<file path="src/rtl/core/otsc_pkg.sv">
// ----------------------------------------------------------------------------
// otsc_pkg - shared types and helpers for the scratchpad check
// Holds the CRC-8 step, the resolution decode, byte positions and codes.
// ----------------------------------------------------------------------------
`default_nettype none

package otsc_pkg;

    // Reflected CRC-8 polynomial (LSB first)
    localparam logic [7:0] CRC_POLY = 8'h8C;

    // Byte positions inside a scratchpad frame
    localparam logic [3:0] IDX_TEMP_LO = 4'd0;
    localparam logic [3:0] IDX_TEMP_HI = 4'd1;
    localparam logic [3:0] IDX_CONFIG  = 4'd4;
    localparam logic [3:0] IDX_CRC     = 4'd8;
    localparam logic [3:0] IDX_IDLE    = 4'd9;

    // Known config byte codes
    localparam logic [7:0] CFG_RES9  = 8'h1F;
    localparam logic [7:0] CFG_RES10 = 8'h3F;
    localparam logic [7:0] CFG_RES11 = 8'h5F;
    localparam logic [7:0] CFG_RES12 = 8'h7F;

    typedef enum logic [1:0] {
        ST_OK           = 2'd0,
        ST_CRC_MISMATCH = 2'd1,
        ST_BAD_CONFIG   = 2'd2
    } t_check_status;

    // One input byte with its frame marker
    typedef struct packed {
        logic [7:0] scratch_byte;
        logic       frame_start;
    } t_byte_item;

    // Handshake between input stage and frame stage
    typedef struct packed {
        logic       valid;
        t_byte_item item;
    } t_stage_fwd;

    // One byte through the CRC, eight bit steps unrolled
    function automatic logic [7:0] crc8_byte(input logic [7:0] crc_in,
                                             input logic [7:0] data);
        logic [7:0] c;
        c = crc_in;
        for (int i = 0; i < 8; i++) begin
            if (c[0] ^ data[i]) begin
                c = (c >> 1) ^ CRC_POLY;
            end else begin
                c = c >> 1;
            end
        end
        return c;
    endfunction

    // Config byte to resolution in bits, 0 for unknown codes
    function automatic logic [3:0] decode_resolution(input logic [7:0] cfg);
        logic [3:0] res;
        case (cfg)
            CFG_RES9:  res = 4'd9;
            CFG_RES10: res = 4'd10;
            CFG_RES11: res = 4'd11;
            CFG_RES12: res = 4'd12;
            default:   res = 4'd0;
        endcase
        return res;
    endfunction

endpackage

`default_nettype wire

</file>
<file path="src/rtl/core/otsc_if.sv">
// ----------------------------------------------------------------------------
// otsc_if - stream channels of the scratchpad check
// Byte channel in, result channel out; valid/ready with payload.
// ----------------------------------------------------------------------------
`default_nettype none

interface otsc_byte_if;
    logic       valid;
    logic       ready;
    logic [7:0] scratch_byte;
    logic       frame_start;

    modport source (output valid, output scratch_byte, output frame_start, input ready);
    modport sink   (input valid, input scratch_byte, input frame_start, output ready);
endinterface

interface otsc_result_if;
    logic               valid;
    logic               ready;
    logic signed [15:0] temp_raw;
    logic        [3:0]  resolution_bits;
    logic        [7:0]  crc_value;
    logic        [1:0]  check_status;

    modport source (output valid, output temp_raw, output resolution_bits,
                    output crc_value, output check_status, input ready);
    modport sink   (input valid, input temp_raw, input resolution_bits,
                    input crc_value, input check_status, output ready);
endinterface

`default_nettype wire

</file>
<file path="src/rtl/core/otsc_in_stage.sv">
// ----------------------------------------------------------------------------
// otsc_in_stage - input register
// Captures one byte transfer; releases it when the frame stage advances.
// ----------------------------------------------------------------------------
`default_nettype none

module otsc_in_stage
    import otsc_pkg::*;
(
    input  wire logic       i_clk,
    input  wire logic       i_rst_n,
    input  wire logic       i_valid,
    input  wire t_byte_item i_item,
    output logic            o_ready,
    input  wire logic       i_advance,
    output t_stage_fwd      o_fwd
);

    logic       r_valid;
    t_byte_item r_item;

    // room when empty or when the held byte moves on this cycle
    assign o_ready = !r_valid || i_advance;

    // valid flag
    always_ff @(posedge i_clk) begin
        if (!i_rst_n) begin
            r_valid <= 1'b0;
        end else if (o_ready) begin
            r_valid <= i_valid;
        end
    end

    // payload, no reset
    always_ff @(posedge i_clk) begin
        if (o_ready && i_valid) begin
            r_item <= i_item;
        end
    end

    assign o_fwd.valid = r_valid;
    assign o_fwd.item  = r_item;

endmodule

`default_nettype wire

</file>
<file path="src/rtl/core/otsc_frame.sv">
// ----------------------------------------------------------------------------
// otsc_frame - frame state and result register
// Runs the CRC, tracks byte position, keeps bytes 0, 1 and 4, and loads the
// result register on byte 8.
// ----------------------------------------------------------------------------
`default_nettype none

module otsc_frame
    import otsc_pkg::*;
(
    input  wire logic         i_clk,
    input  wire logic         i_rst_n,
    input  wire t_stage_fwd   i_fwd,
    output logic              o_advance,
    otsc_result_if.source     o_result
);

    logic [7:0]    r_crc, n_crc;
    logic [3:0]    r_byte_index, n_byte_index;
    logic [7:0]    r_temp_lo, n_temp_lo;
    logic [7:0]    r_temp_hi, n_temp_hi;
    logic [7:0]    r_config, n_config;

    logic          r_out_valid, n_out_valid;
    logic [15:0]   r_temp_raw, n_temp_raw;
    logic [3:0]    r_res, n_res;
    logic [7:0]    r_crc_out, n_crc_out;
    t_check_status r_status, n_status;

    logic [3:0]    idx;
    logic [7:0]    crc_base;
    logic [3:0]    res_dec;
    logic [7:0]    b;

    // move on when the result register is empty or being drained
    assign o_advance = !r_out_valid || o_result.ready;

    // next state for one byte
    always_comb begin
        b            = i_fwd.item.scratch_byte;
        idx          = i_fwd.item.frame_start ? IDX_TEMP_LO : r_byte_index;
        crc_base     = i_fwd.item.frame_start ? 8'h00 : r_crc;
        res_dec      = decode_resolution(r_config);

        n_crc        = r_crc;
        n_byte_index = r_byte_index;
        n_temp_lo    = r_temp_lo;
        n_temp_hi    = r_temp_hi;
        n_config     = r_config;
        n_out_valid  = r_out_valid && !o_result.ready;
        n_temp_raw   = r_temp_raw;
        n_res        = r_res;
        n_crc_out    = r_crc_out;
        n_status     = r_status;

        if (i_fwd.valid && o_advance) begin
            n_crc = crc_base;
            if (idx < IDX_CRC) begin
                // data byte: fold into CRC, keep the ones we report
                n_crc        = crc8_byte(crc_base, b);
                n_byte_index = idx + 4'd1;
                if (idx == IDX_TEMP_LO) begin
                    n_temp_lo = b;
                end else if (idx == IDX_TEMP_HI) begin
                    n_temp_hi = b;
                end else if (idx == IDX_CONFIG) begin
                    n_config = b;
                end
            end else if (idx == IDX_CRC) begin
                // check byte: build result, mismatch wins over bad config
                n_byte_index = IDX_IDLE;
                n_out_valid  = 1'b1;
                n_temp_raw   = {r_temp_hi, r_temp_lo};
                n_res        = res_dec;
                n_crc_out    = crc_base;
                if (crc_base != b) begin
                    n_status = ST_CRC_MISMATCH;
                end else if (res_dec == 4'd0) begin
                    n_status = ST_BAD_CONFIG;
                end else begin
                    n_status = ST_OK;
                end
            end else begin
                // trailing bytes are dropped
                n_byte_index = IDX_IDLE;
            end
        end
    end

    // control and frame state
    always_ff @(posedge i_clk) begin
        if (!i_rst_n) begin
            r_out_valid  <= 1'b0;
            r_crc        <= 8'h00;
            r_byte_index <= IDX_TEMP_LO;
            r_temp_lo    <= 8'h00;
            r_temp_hi    <= 8'h00;
            r_config     <= 8'h00;
        end else begin
            r_out_valid  <= n_out_valid;
            r_crc        <= n_crc;
            r_byte_index <= n_byte_index;
            r_temp_lo    <= n_temp_lo;
            r_temp_hi    <= n_temp_hi;
            r_config     <= n_config;
        end
    end

    // result payload, no reset
    always_ff @(posedge i_clk) begin
        r_temp_raw <= n_temp_raw;
        r_res      <= n_res;
        r_crc_out  <= n_crc_out;
        r_status   <= n_status;
    end

    assign o_result.valid           = r_out_valid;
    assign o_result.temp_raw        = $signed(r_temp_raw);
    assign o_result.resolution_bits = r_res;
    assign o_result.crc_value       = r_crc_out;
    assign o_result.check_status    = r_status;

endmodule

`default_nettype wire

</file>
<file path="src/rtl/core/onewire_temp_scratchpad_check.sv">
// ----------------------------------------------------------------------------
// onewire_temp_scratchpad_check - sensor scratchpad CRC and decode
// Takes nine scratchpad bytes, checks the CRC-8, reports temperature,
// resolution, computed CRC and a status.
// ----------------------------------------------------------------------------
//  Channel    Dir  Payload                                        Transfer
//  i_byte     in   scratch_byte[7:0], frame_start                 valid & ready
//  o_result   out  temp_raw[15:0] s, resolution_bits[3:0],        valid & ready
//                  crc_value[7:0], check_status[1:0]
//
//  One byte per cycle sustained while the result is not stalled; byte 8
//  goes through the input register, then the frame/result register, which
//  loads the result. Throughput is set by the unrolled CRC byte update.
//  Synchronous active-low reset clears valids, CRC and byte position.
//  A stalled result holds the pipeline; the input register still takes one
//  more byte while the result waits.
// ----------------------------------------------------------------------------
`default_nettype none

module onewire_temp_scratchpad_check
    import otsc_pkg::*;
(
    input  wire logic     i_clk,
    input  wire logic     i_rst_n,
    otsc_byte_if.sink     i_byte,
    otsc_result_if.source o_result
);

    t_byte_item in_item;
    t_stage_fwd fwd;
    logic       advance;

    assign in_item.scratch_byte = i_byte.scratch_byte;
    assign in_item.frame_start  = i_byte.frame_start;

    // input register
    otsc_in_stage u_in_stage (
        .i_clk     (i_clk),
        .i_rst_n   (i_rst_n),
        .i_valid   (i_byte.valid),
        .i_item    (in_item),
        .o_ready   (i_byte.ready),
        .i_advance (advance),
        .o_fwd     (fwd)
    );

    // frame state and result register
    otsc_frame u_frame (
        .i_clk     (i_clk),
        .i_rst_n   (i_rst_n),
        .i_fwd     (fwd),
        .o_advance (advance),
        .o_result  (o_result)
    );

endmodule

`default_nettype wire

</file>
<file path="src/flat_wrapper.sv">
// flat-port wrapper written by rule: the top's interface ports become plain ports
module onewire_temp_scratchpad_check_flat import otsc_pkg::*;
  (i_clk, i_rst_n, i_byte_valid, i_byte_scratch_byte, i_byte_frame_start, i_byte_ready, o_result_valid, o_result_temp_raw, o_result_resolution_bits, o_result_crc_value, o_result_check_status, o_result_ready);
  otsc_byte_if i_byte_i ();
  otsc_result_if o_result_i ();
  input  wire logic i_clk;
  input  wire logic i_rst_n;
  input wire logic [$bits(i_byte_i.valid)-1:0] i_byte_valid;
  input wire logic [$bits(i_byte_i.scratch_byte)-1:0] i_byte_scratch_byte;
  input wire logic [$bits(i_byte_i.frame_start)-1:0] i_byte_frame_start;
  output wire logic [$bits(i_byte_i.ready)-1:0] i_byte_ready;
  output wire logic [$bits(o_result_i.valid)-1:0] o_result_valid;
  output wire logic [$bits(o_result_i.temp_raw)-1:0] o_result_temp_raw;
  output wire logic [$bits(o_result_i.resolution_bits)-1:0] o_result_resolution_bits;
  output wire logic [$bits(o_result_i.crc_value)-1:0] o_result_crc_value;
  output wire logic [$bits(o_result_i.check_status)-1:0] o_result_check_status;
  input wire logic [$bits(o_result_i.ready)-1:0] o_result_ready;
  assign i_byte_i.valid = i_byte_valid;
  assign i_byte_i.scratch_byte = i_byte_scratch_byte;
  assign i_byte_i.frame_start = i_byte_frame_start;
  assign i_byte_ready = i_byte_i.ready;
  assign o_result_valid = o_result_i.valid;
  assign o_result_temp_raw = o_result_i.temp_raw;
  assign o_result_resolution_bits = o_result_i.resolution_bits;
  assign o_result_crc_value = o_result_i.crc_value;
  assign o_result_check_status = o_result_i.check_status;
  assign o_result_i.ready = o_result_ready;
  onewire_temp_scratchpad_check u_core (.i_clk(i_clk), .i_rst_n(i_rst_n), .i_byte(i_byte_i), .o_result(o_result_i));
endmodule
</file>
<file path="config.mk">
export PLATFORM = sky130hd
export DESIGN_NAME = onewire_temp_scratchpad_check_flat
export DESIGN_NICKNAME = d
export VERILOG_FILES = /design/src/rtl/core/otsc_pkg.sv /design/src/rtl/core/otsc_if.sv /design/src/rtl/core/otsc_in_stage.sv /design/src/rtl/core/otsc_frame.sv /design/src/rtl/core/onewire_temp_scratchpad_check.sv /design/src/flat_wrapper.sv
export SDC_FILE = /design/constraint.sdc
export NUM_CORES = 1
export LEC_CHECK = 0
export ABC_AREA = 1
export ABC_CLOCK_PERIOD_IN_PS = 3100
export BUFFER_PORTS_ARGS = -buffer_cell sky130_fd_sc_hd__buf_2
export CAP_MARGIN = 0
export CORE_MARGIN = 2
export CORE_UTILIZATION = 59
export CTS_BUF_LIST = sky130_fd_sc_hd__clkbuf_8
export DETAILED_ROUTE_END_ITERATION = 12
export GPL_TIMING_DRIVEN = 0
export PLACE_DENSITY = 0.86
export REMOVE_ABC_BUFFERS = 1
export SLEW_MARGIN = 20
export SYNTH_ARGS = -nofsm -noshare
export SYNTH_HDL_FRONTEND = slang
export SYNTH_HIERARCHICAL = 1
export SYNTH_SLANG_ARGS = --single-unit
</file>
<file path="constraint.sdc">
create_clock -name i_clk -period 3.1 [get_ports i_clk]
set_clock_uncertainty 0.1 [all_clocks]
set_input_delay 0.62 -clock i_clk [delete_from_list [all_inputs] [get_ports i_clk]]
set_output_delay 0.62 -clock i_clk [all_outputs]
set_load 0.03 [all_outputs]
</file>
Word-level counts from Yosys, hierarchy flattened

Cells that the tools add are included.

Register bits: 77
Input bits: 13
Word-level logic and storage cells: 87

$add $sub $neg: 1
Order comparisons: 1
Equality and inequality tests: 8
Muxes and demuxes: 31
Bitwise operators: 19
Reductions and logical operators: 14

Operator list:

| kind                | number |
|---|---|
| $mux 8              | 24 |
| $not 2->3           | 8 |
| $eq 8x7->1 const B  | 2 |
| $pmux 4 s4          | 1 |
| $eq 8x5->1 const B  | 1 |
| $eq 8x6->1 const B  | 1 |
| $logic_not 4->1     | 2 |
| $mux 4              | 2 |
| $ne 8x8->1          | 1 |
| $xor 1x1->1         | 8 |
| $reduce_and 3->1    | 2 |
| $reduce_and 5->1    | 1 |
| $add 4x1->4 const B | 1 |
| $eq 4x1->1 const B  | 1 |
| $eq 4x3->1 const B  | 1 |
| $eq 4x4->1 const B  | 1 |
| $lt 4x4->1 const B  | 1 |
| $reduce_and 4->1    | 1 |
| $logic_and 1x1->1   | 3 |
| $logic_not 1->1     | 3 |
| $mux 1              | 3 |
| $not 1->1           | 3 |
| $logic_or 1x1->1    | 2 |
| $mux 2              | 1 |

Logic depth before layout (Yosys ltp)

Gate-level depths: netlist of run 1.

Depth after elaboration: 32
Depth in mapped cells: 14

Cells and area by module

The synthesis of run 1 kept the hierarchy.

Modules (own cells, without submodules):

| module        | times used | cells each | area each (um2) | sequential area each (um2) |
|---|---|---|---|---|
| otsc_frame    | 1          | 324        | 2919.0          | 1641.6 |
| otsc_in_stage | 1          | 17         | 329.1           | 290.3 |

Worst setup path after synthesis of run 1

OpenSTA, ideal clock, no wires.

Path kind: reg2reg
From: register u_core.u_in_stage.r_item, in the netlist u_core/u_in_stage/o_fwd[0]
To: register u_core.u_frame.r_status[0] (netlist: u_core/u_frame/o_result.check_status[0]) (enable)
Arrival: 2315 ps
Data required time: 2583 ps
Path slack: 268 ps
Cell stages (with the launch flop): 6
Period minus slack after synthesis: 2832 ps
Cell sequence: edfxtp_1 -> nor2_1 -> inv_1 -> nor2_1 -> nand3_1 -> nor2_1

Word-level cells in the longest chain between the ends: 4
Elaborated cells on any way between the ends: 5
Classes of those cells: order compare: 1; eq/ne: 1; mux: 1; bitwise: 1; reduce/logical: 1

RTL lines:

| element                      | line                | RTL |
|---|---|---|
| from (decl)                  | otsc_in_stage.sv:20 | `t_byte_item r_item;` |
| from (signal assigned)       | otsc_in_stage.sv:37 | `r_item <= i_item;` |
| $mux 4 *                     | otsc_frame.sv:41    | `idx = i_fwd.item.frame_start ? IDX_TEMP_LO : r_byte_index;` |
| $lt 4x4->1                   | otsc_frame.sv:58    | `if (idx < IDX_CRC) begin` |
| $not 1->1 (no line)          | n/a                 |  |
| $reduce_and 3->1 (no line) * | n/a                 |  |
| to (signal assigned)         | otsc_frame.sv:114   | `r_status <= n_status;` |
| to (decl)                    | otsc_frame.sv:28    | `t_check_status r_status, n_status;` |

Every way passes the cells marked *; elsewhere a longest branch is shown, timed or not.
A chain may end at the register's enable or synchronous reset.

Worst setup path after layout of run 1

From: register u_core.u_in_stage.r_item, in the netlist u_core/u_in_stage/o_fwd[0]
To: register u_core.u_frame.r_temp_raw[10] (netlist: u_core/u_frame/o_result.temp_raw[10]) (enable)

Word-level cells in the longest chain between the ends: 4
Elaborated cells on any way between the ends: 5
Classes of those cells: order compare: 1; eq/ne: 1; mux: 1; bitwise: 1; reduce/logical: 1

RTL lines:

| element                      | line              | RTL |
|---|---|---|
| $mux 4 *                     | otsc_frame.sv:41  |  |
| $lt 4x4->1                   | otsc_frame.sv:58  |  |
| $not 1->1 (no line)          | n/a               |  |
| $reduce_and 3->1 (no line) * | n/a               |  |
| to (signal assigned)         | otsc_frame.sv:111 | `r_temp_raw <= n_temp_raw;` |
| to (decl)                    | otsc_frame.sv:25  | `logic [15:0] r_temp_raw, n_temp_raw;` |

Marked as above.

==> flow_summary.toml, run 1 <==
[status]
status = "complete, no violations"

[synth]
synth_xor_area_frac = 0.01348
syn_area_um2 = 3248
synth-simple-area-share = 0.1953
yosys-top-cells-area = "edfxtp_1, dfxtp_1, nand2_1"
ys_types = 30
synth_flop_cell = "edfxtp_1"
yosysTopAreaCell = "edfxtp_1"
synth_compound_area_frac = 0.1133
synthArstFlopShare = 0
synth_top_family_by_area = "simple AND/OR/NAND/NOR gates"
yosysWarnings = 6
synth_mux_area_frac = 0
synthAdderAreaFrac = 0.01156
ys_ff_latch = 77
synth_edf_count = 39
ys_seq_area_frac = 0.5948
synth_top_cell_area_share = 0.3606
avgSynthCellArea_um2 = 9.525
syn_inst = 341

[setup_path]
cpPeakStageDelay_ns = 0.46
endpoint_kind = "register"
r2r-start = "u_core/u_in_stage/o_fwd[0]"
worst-path-buf-inv = 2
crit_required_ns = 3.05
crit_slowest_cell = "edfxtp_1"
worstSetupPathType = "reg -> reg"
r2r_slack_ns = 0.85
arrival_ns = 2.20
path_cells = "nor2_1 > inv_1 > nor2_1 > nand3_1 > nor2_4 > buf_16"
cp-start-kind = "register"
timing.rr.end = "u_core/u_frame/o_result.temp_raw[10]"
crit_top_cell = "nor2_1"
crit_family = "simple AND/OR/NAND/NOR gates"
r2r_cells = 6
critPathMaxFanout = 20

[timing]
finalWorstSetupSlack_ns = 0.8521
whs_ns = 0.3319
min_period_ns = 2.248
rsz0062_at_grt = "no"
worst_pin_slew_ns = 0.8382
setup_viol = 0
report.final.slew_viol_count = 0
fmax_mhz = 444.9
finalHoldViolCount = 0
final.setup.tns_ns = 0
fin_crit_sh = 0.7251
timing.slew.headroom = 0.4412

[clock_tree]
path_clk_slew_ns = 0.08
cts_tree = "yes"
post-cts-setup-buffers = 0
clock_sinks = 77
hold_buffers = 0
post_cts_resize_count = 0
numCtsBuffers = 9
h-tree-depth = 3
cts_buffer_depth = 2
root_buffer = "clkbuf_8"
worst_skew_pair.late_latency_ns = 0.35

[floorplanning]
die-area_um2 = 6114
ios = 45
rows = 27
start_util = 0.6009
die_y_um = 78.20
core_um2 = 5405
die_x_um = 78.20

[finish]
fin_area_um2 = 3749
drive_above_1_share = 0.2234
fin_util = 0.6935
final_common_cell = "nand2_1"
fillers = 423
nNetsFinal = 405
area_growth_pct = 15.41
instances_no_fill = 466
diodes = 0
final_cell_mix = "nand2_1, buf_2, inv_1, edfxtp_1, dfxtp_1"

[detailed_routing]
viasPerCell = 5.393
drt-pass1-iter-count = 5
avgRoutedWirePerCell_um = 13.06
wirelength_mm = 6.084
drc = 0
vias = 2513
drt_iter0_drc = 277
postRouteAntennaNets = 0

[power_and_ir_drop]
cellLeakagePower_nw = 1.612
power_density_nw_per_um2 = 565.7
ir_drop_mv = 0.3440
finalPower_mw = 2.121

[run]
cap_violations = 0

[grt]
grt_use_met2 = 0.3405
grt_use_total = 0.2093
globalRouteMet1Util = 0.2568
grt_pass1_wl_mm = 9.763
antenna_found_initial = 0
busiest_layer = "met2"
grtUsageMet3 = 0.04713
grt_start_max_net_pins = 35
first_global_vias = 2228
grt_overflow = 0

[hold_path]
hold_path_end = "u_core/u_frame/o_result.temp_raw[0]"
hp-class = "reg -> reg"
min_path_cells = 0
min-delay-start = "u_core/u_frame/r_temp_lo[0]"

[placement]
dpl_cell_area_um2 = 3533
globalplace.congestion = 0.8736
pre_cts_ws_ns = 0.8701
dp_hpwl_mm = 4.269
dp.cells = 450
numPortBuffers = 44
==> metal layers <==
metal,vias to the layer above,wire (um)
li1,1237,-
met1,1148,2452
met2,110,3034
met3,18,435
met4,0,161
met5,-,0
==> registers in the layout, indices dropped and copies added (netlist names), 2 cells and up <==
| name | flops |
|---|---|
| u_core/u_in_stage/o_fwd | 9 |
| u_core/u_frame/o_result.crc_value | 8 |
| u_core/u_frame/r_crc | 8 |
| u_core/u_frame/r_config | 8 |
| u_core/u_frame/r_temp_hi | 8 |
| u_core/u_frame/o_result.temp_raw | 16 |
| u_core/u_frame/o_result.resolution_bits | 4 |
| u_core/u_frame/r_temp_lo | 8 |
| u_core/u_frame/r_byte_index | 4 |
| u_core/u_frame/o_result.check_status | 2 |
==> Yosys cell counts, types with 2 or more instances <==
cell	n
nand2_1	74
edfxtp_1	39
dfxtp_1	38
inv_1	38
a21oi_1	30
o21ai_0	29
nor2_1	21
nand3_1	18
inv_2	8
nand2_2	8
nand4_1	5
nand2_4	4
buf_4	3
clkbuf_1	3
ha_1	3
nor3_1	3
o21a_1	3
a221oi_1	2
==> power breakdown <==
part	internal [mW]	switching, mW	total, mW	leakage (nW)
Clock	0.450	0.354	0.804	0.111
Sequential	1.10	0.0223	1.12	0.632
Combinational	0.0617	0.132	0.194	0.869
Total	1.61	0.509	2.12	1.61
==> logic make-up (layout without fill, tap and decap cells) <==
family | after synthesis | in the layout
compound gates | 68 | 68
xor+xnor | 2 | 2
fa+ha+maj | 3 | 3
buf+inv | 54 | 107
flops | 77 | 77
simple gates | 137 | 137
==> final cells by class <==
class	instances	area, um^2	share of cell area
Tap cell	72	90.09	0.02403
Clock inverter	7	91.34	0.02437
Sequential cell	77	1932	0.5154
Clock buffer	9	123.9	0.03304
Timing Repair Buffer	45	247.7	0.06609
Inverter	46	172.7	0.04606
Multi-Input combinational cell	210	1091	0.2911
==> how the worst max path moves through the flow <==
stage	from	endpoint	slack [ns]	depth (start not counted)
final	u_core/u_in_stage/o_fwd[0]	u_core/u_frame/o_result.temp_raw[10]	0.85	6
after global routing	u_core/u_in_stage/o_fwd[0]	u_core/u_frame/o_result.resolution_bits[1]	0.71	6
after CTS	u_core/u_in_stage/o_fwd[0]	u_core/u_frame/o_result.temp_raw[0]	0.86	6
after detailed placement	u_core/u_in_stage/o_fwd[0]	u_core/u_frame/o_result.temp_raw[5]	0.87	6
after global placement	u_core/u_in_stage/o_fwd[0]	u_core/u_frame/o_result.temp_raw[13]	-0.37	5
after floorplan	u_core/u_in_stage/o_fwd[0]	u_core/u_frame/o_result.check_status[0]	0.27	5
Note: power is estimated with default switching activity, not from simulation.
==> inputs of run 2 (changes only) <==
--- a/config.mk
+++ b/config.mk
@@ -6,15 +6,15 @@
 export NUM_CORES = 1
 export LEC_CHECK = 0
 export ABC_AREA = 1
-export ABC_CLOCK_PERIOD_IN_PS = 3100
+export ABC_CLOCK_PERIOD_IN_PS = 1900
 export BUFFER_PORTS_ARGS = -buffer_cell sky130_fd_sc_hd__buf_2
 export CAP_MARGIN = 0
 export CORE_MARGIN = 2
-export CORE_UTILIZATION = 59
+export CORE_UTILIZATION = 53
 export CTS_BUF_LIST = sky130_fd_sc_hd__clkbuf_8
 export DETAILED_ROUTE_END_ITERATION = 12
 export GPL_TIMING_DRIVEN = 0
-export PLACE_DENSITY = 0.86
+export PLACE_DENSITY = 0.81
 export REMOVE_ABC_BUFFERS = 1
 export SLEW_MARGIN = 20
 export SYNTH_ARGS = -nofsm -noshare
==> constraint.sdc (replaced) <==
create_clock -name i_clk -period 1.9 [get_ports i_clk]
set_clock_uncertainty 0.1 [all_clocks]
set_input_delay 0.38 -clock i_clk [delete_from_list [all_inputs] [get_ports i_clk]]
set_output_delay 0.38 -clock i_clk [all_outputs]
set_load 0.03 [all_outputs]
==> run 2 against run 1 <==
  * Utilization decreased by 1.4 points
  * Sequential cell count unchanged
  * Register-to-register slack got worse by 0.84 ns
  * Routed wire length increased by 9.0%
  * Sequential share of layout area decreased by 3.5 points
  * Combinational power increased by 87%
  * Total power increased by 74%
  * Critical path depth increased by 1
  * Global-route usage decreased by 1.3 points
  * Critical path type unchanged
  * Largest cell class unchanged
==> flow_summary.toml, run 2 (same netlist as run 1, synthesis figures left out) <==
[timing]
worst_pin_slew_ns = 0.8275
fmax_mhz = 528.4
setup_viol = 0
whs_ns = 0.09306
fin_crit_sh = 0.9960
report.final.slew_viol_count = 0
min_period_ns = 1.892
timing.slew.headroom = 0.4483
rsz0062_at_grt = "yes"
finalHoldViolCount = 0

[setup_path]
endpoint_kind = "register"
crit_required_ns = 1.87
r2r_slack_ns = 0.008
cp-start-kind = "register"
critPathMaxFanout = 7
r2r_cells = 7
arrival_ns = 1.86
worstSetupPathType = "reg -> reg"

[status]
status = "complete, no violations"

[detailed_routing]
wirelength_mm = 6.632
viasPerCell = 5.274
avgRoutedWirePerCell_um = 13.67
vias = 2558
drc = 0
postRouteAntennaNets = 0
drt_iter0_drc = 162
drt-pass1-iter-count = 7

[finish]
largest_reg_flops = 16
nNetsFinal = 421
area_growth_pct = 23.92
final_cell_mix = "nand2_1, buf_2, edfxtp_1"
diodes = 0
final_common_cell = "nand2_1"
drive_above_1_share = 0.3024

[grt]
grt_pass1_wl_mm = 9.549
grt_start_max_net_pins = 35
grt_use_total = 0.1967
antenna_found_initial = 0
grt_overflow = 0
first_global_vias = 2100

[floorplanning]
die-area_um2 = 6771
die_x_um = 82.29
start_util = 0.5486
core_um2 = 5921
die_y_um = 82.29
rows = 28
ios = 45

[clock_tree]
worst_skew_pair.late_latency_ns = 0.35
cts_buffer_depth = 2
numCtsBuffers = 9
clock_sinks = 77
path_clk_slew_ns = 0.08
root_buffer = "clkbuf_8"
cts_tree = "yes"
h-tree-depth = 3

[placement]
numPortBuffers = 44
dp_hpwl_mm = 4.168
globalplace.congestion = 0.8684

[power_and_ir_drop]
ir_drop_mv = 0.5347
finalPower_mw = 3.687
power_density_nw_per_um2 = 916.0
cellLeakagePower_nw = 1.718

[run]
cap_violations = 0

[hold_path]
min_path_cells = 1
hp-class = "in -> reg"
[run 2: cell count changes in the layout (fill, tap and decap cells not counted), moves of 2 or more]
cell | before | now
nor2_1 | 20 | 18
buf_4 | 0 | 12
nand2_1 | 74 | 63
inv_1 | 39 | 36
nor2_4 | 1 | 4
inv_4 | 1 | 3
nand2_2 | 8 | 18
nand3_1 | 18 | 16
nand3_2 | 1 | 3
[run 2: area by class of cell]
class / count / area [um^2]
well taps: 75 / 93.84
clock inverters: 6 / 111.4
flip-flops and latches: 77 / 1932
fillers: 447 / 1896
repair inverters: 2 / 15.01
repair buffers: 59 / 382.9
clock buffers: 10 / 137.6
inverters: 46 / 180.2
multi-input cells: 210 / 1172
[run 2: worst paths after layout]
kind	start	endpoint
max	u_core/u_in_stage/o_fwd[0]	u_core/u_frame/o_result.crc_value[6]
min	i_byte_scratch_byte[4]	u_core/u_in_stage/o_fwd[5]
max reg2reg	u_core/u_in_stage/o_fwd[0]	u_core/u_frame/o_result.crc_value[6]
min reg2reg	u_core/u_frame/r_temp_hi[6]	u_core/u_frame/o_result.temp_raw[14]
[run 2: power breakdown]
| part | internal (mW) | total [mW] | switching, mW |
|---|---|---|---|
| registers | 1.79 | 1.83 | 0.0363 |
| logic | 0.127 | 0.363 | 0.236 |
| clock network | 0.908 | 1.49 | 0.585 |
| total | 2.83 | 3.69 | 0.858 |
[run 2: routing by layer]
layer / vias to the layer above / track usage / share of wire
met1: 1182 / 0.2385 / 0.42
met4: 0 / 0.1000 / 0.015
li1: 1260 / - / -
met2: 106 / 0.3153 / 0.50
met3: 10 / 0.06196 / 0.073
met5: - / 0 / 0
[run 2: metrics by stage]
| step | TNS (ns) | setup WS [ns] | std cells | util | cell area [um^2] |
|---|---|---|---|---|---|
| 5_1_grt | -1.597 | -0.06463 | 485 | 0.6798 | 4025 |
| 3_5_place_dp | -8.680 | -0.2787 | 453 | 0.5974 | 3537 |
| 3_3_place_gp | -48.76 | -1.584 | 452 | 0.5915 | 3502 |
| 6_report | 0 | 0.007525 | 485 | 0.6798 | 4025 |
| 4_1_cts | 0 | 0.008286 | 472 | 0.6496 | 3846 |
| 2_1_floorplan | -27.97 | -0.9323 | 333 | - | 3188 |
[run 2: timing repair]
item / in CTS / in global routing
gates cloned: 1 / 2
hold buffers: 0 / 0
pin swaps: 3 / 10
buffers inserted: 2 / 11
setup endpoints to repair: 50 / 58
gates resized for setup: 8 / 20
endpoints found under the hold margin: 0 / 0
[run 2: critical path, cell delays in order (launching register included)]
cell      delay, ns
edfxtp_1       0.40
buf_4          0.18
nor2_4         0.12
inv_1          0.10
nor2_1         0.18
nand3_2        0.12
nor2_4         0.19
buf_4          0.21
==> inputs of run 3 (changes only) <==
--- a/config.mk
+++ b/config.mk
@@ -15,7 +15,6 @@
 export DETAILED_ROUTE_END_ITERATION = 12
 export GPL_TIMING_DRIVEN = 0
 export PLACE_DENSITY = 0.81
-export REMOVE_ABC_BUFFERS = 1
 export SLEW_MARGIN = 20
 export SYNTH_ARGS = -nofsm -noshare
 export SYNTH_HDL_FRONTEND = slang
==> run 3 against run 2 <==
  * The run now ends with setup timing left
  * Utilization up 3.3 points
  * Clock-buffer cell count down 1
  * Critical path depth up 7
  * Routed wire length up 17%
  * Design area up 4.9%
  * Clock power down 16%
  * Global-route usage up 3.2 points
  * Total power down 4.2%
  * First-iteration DRC count up 42%
  * Register-to-register slack worse by 0.02 ns
  * Critical path type unchanged
  * Largest cell class unchanged
==> flow_summary.toml, run 3 (same netlist as run 1, synthesis figures left out) <==
[finish]
drive_above_1_share = 0.3817
final_cell_mix = "nand2_1, buf_2, edfxtp_1"
final_common_cell = "nand2_1"
instances_no_fill = 502
diodes = 0
largest_reg_flops = 16
nNetsFinal = 438
area_growth_pct = 30.01
fillers = 392
fin_area_um2 = 4223

[power_and_ir_drop]
power_density_nw_per_um2 = 836.5
finalPower_mw = 3.532
ir_drop_mv = 0.4923
cellLeakagePower_nw = 1.781

[detailed_routing]
wirelength_mm = 7.789
drc = 0
avgRoutedWirePerCell_um = 15.52
viasPerCell = 5.466
vias = 2744
drt_iter0_drc = 230
postRouteAntennaNets = 0
drt-pass1-iter-count = 5

[setup_path]
worst-path-buf-inv = 3
arrival_ns = 2.08
crit_slowest_cell = "edfxtp_1"
crit_family = "simple AND/OR/NAND/NOR gates"
timing.rr.end = "u_core/u_frame/r_crc[7]"
crit_required_ns = 2.06
r2r-start = "u_core/u_in_stage/o_fwd[0]"
path_cells = "inv_2 > buf_8 > buf_12 > nand2_1 > nand2_1 > nand2_2 > nand2_1 > nand2_2 > nand2_1 > nand2_2 > nand2_1 > nand2_1 > nor2_1 > nor2_1"
r2r_slack_ns = -0.01
critPathMaxFanout = 9
worstSetupPathType = "reg -> reg"
cpPeakStageDelay_ns = 0.51
endpoint_kind = "register"
crit_top_cell = "nand2_1"
cp-start-kind = "register"
r2r_cells = 14

[floorplanning]
die-area_um2 = 6771
start_util = 0.5486
die_y_um = 82.29
core_um2 = 5921
rows = 28
ios = 45
die_x_um = 82.29

[timing]
final.setup.tns_ns = -0.01302
finalHoldViolCount = 0
finalWorstSetupSlack_ns = -0.01302
rsz0062_at_grt = "yes"
fin_crit_sh = 1.007
setup_viol = 1
min_period_ns = 1.913
fmax_mhz = 522.7
timing.slew.headroom = 0.4881
worst_pin_slew_ns = 0.7678
report.final.slew_viol_count = 0

[run]
cap_violations = 0

[grt]
globalRouteMet1Util = 0.2827
grt_start_max_net_pins = 16
grt_use_total = 0.2285
grtUsageMet3 = 0.05326
grt_overflow = 0
busiest_layer = "met2"
antenna_found_initial = 0
first_global_vias = 2370
grt_pass1_wl_mm = 11.12
grt_use_met2 = 0.3629

[clock_tree]
path_clk_slew_ns = 0.08
numCtsBuffers = 9
clock_sinks = 77
cts_buffer_depth = 2
root_buffer = "clkbuf_8"
h-tree-depth = 3
worst_skew_pair.late_latency_ns = 0.37
cts_tree = "yes"

[status]
failed_checks = "setup timing"
status = "finished with violations"

[hold_path]
min_path_cells = 1
min-delay-start = "i_byte_scratch_byte[7]"
hp-class = "in -> reg"
hold_path_end = "u_core/u_in_stage/o_fwd[8]"

[placement]
dp.cells = 460
numPortBuffers = 44
dpl_cell_area_um2 = 3580
pre_cts_ws_ns = -0.3435
globalplace.congestion = 0.9183
dp_hpwl_mm = 4.813

[synth]
synth_nets = 357
[run 3: final cells by class]
type | count | area, um^2 | area share
flip-flops and latches | 77 | 1932 | 0.4575
multi-input cells | 211 | 1299 | 0.3076
well taps | 75 | 93.84 | 0.02222
inverters | 46 | 177.7 | 0.04207
plain buffers | 8 | 63.81 | 0.01511
clock inverters | 7 | 73.82 | 0.01748
clock buffers | 9 | 123.9 | 0.02933
repair buffers | 69 | 459.2 | 0.1087
[run 3: worst max-delay path by stage]
stage	from	end	slack, ns	cells after the start
after floorplan	u_core/u_in_stage/o_fwd[0]	u_core/u_frame/o_result.check_status[0]	0.02	5
after global placement	u_core/u_in_stage/o_fwd[0]	u_core/u_frame/o_result.resolution_bits[2]	-0.25	5
after detailed placement	u_core/u_in_stage/o_fwd[0]	u_core/u_frame/o_result.temp_raw[12]	-0.34	5
after CTS	u_core/u_in_stage/o_fwd[0]	u_core/u_frame/r_temp_hi[6]	0.004	9
after global routing	u_core/u_in_stage/o_fwd[0]	u_core/u_frame/r_temp_hi[5]	-0.08	10
final	u_core/u_in_stage/o_fwd[0]	u_core/u_frame/r_crc[7]	-0.01	14
[run 3: through the flow]
step	util	hold slack [ns]
2_1_floorplan	-	0.3030
3_3_place_gp	0.6046	0.3165
3_5_place_dp	0.6046	0.3184
4_1_cts	0.6600	0.07261
5_1_grt	0.7132	0.07420
6_report	0.7132	0.08147
[run 3: per-layer routing]
layer,up-vias,part of all wire,routed length [um]
met3,24,0.087,680
met1,1272,0.39,3065
li1,1303,-,-
met5,-,0,0
met4,0,0.033,254
met2,145,0.49,3788
[run 3: repair_timing]
action,4_1_cts,5_1_grt
pin swaps,3,15
resized for setup,7,65
setup buffers,9,16
setup endpoints to repair,54,52
cloned,1,0
hold buffers,0,0
[run 3: where the power goes]
| part | leakage, nW | switching (mW) | internal [mW] |
|---|---|---|---|
| clock | 0.102 | 0.639 | 0.613 |
| combinational | 1.05 | 0.276 | 0.163 |
| sequential | 0.632 | 0.0470 | 1.79 |
| total | 1.78 | 0.962 | 2.57 |
[run 3: worst reg2reg max path: stages, from the launching register on]
cell	delay [ns]
edfxtp_1	0.51
inv_2	0.13
buf_8	0.12
buf_12	0.13
nand2_1	0.07
nand2_1	0.07
nand2_2	0.07
nand2_1	0.08
nand2_2	0.07
nand2_1	0.12
nand2_2	0.07
nand2_1	0.06
nand2_1	0.05
nor2_1	0.10
nor2_1	0.06
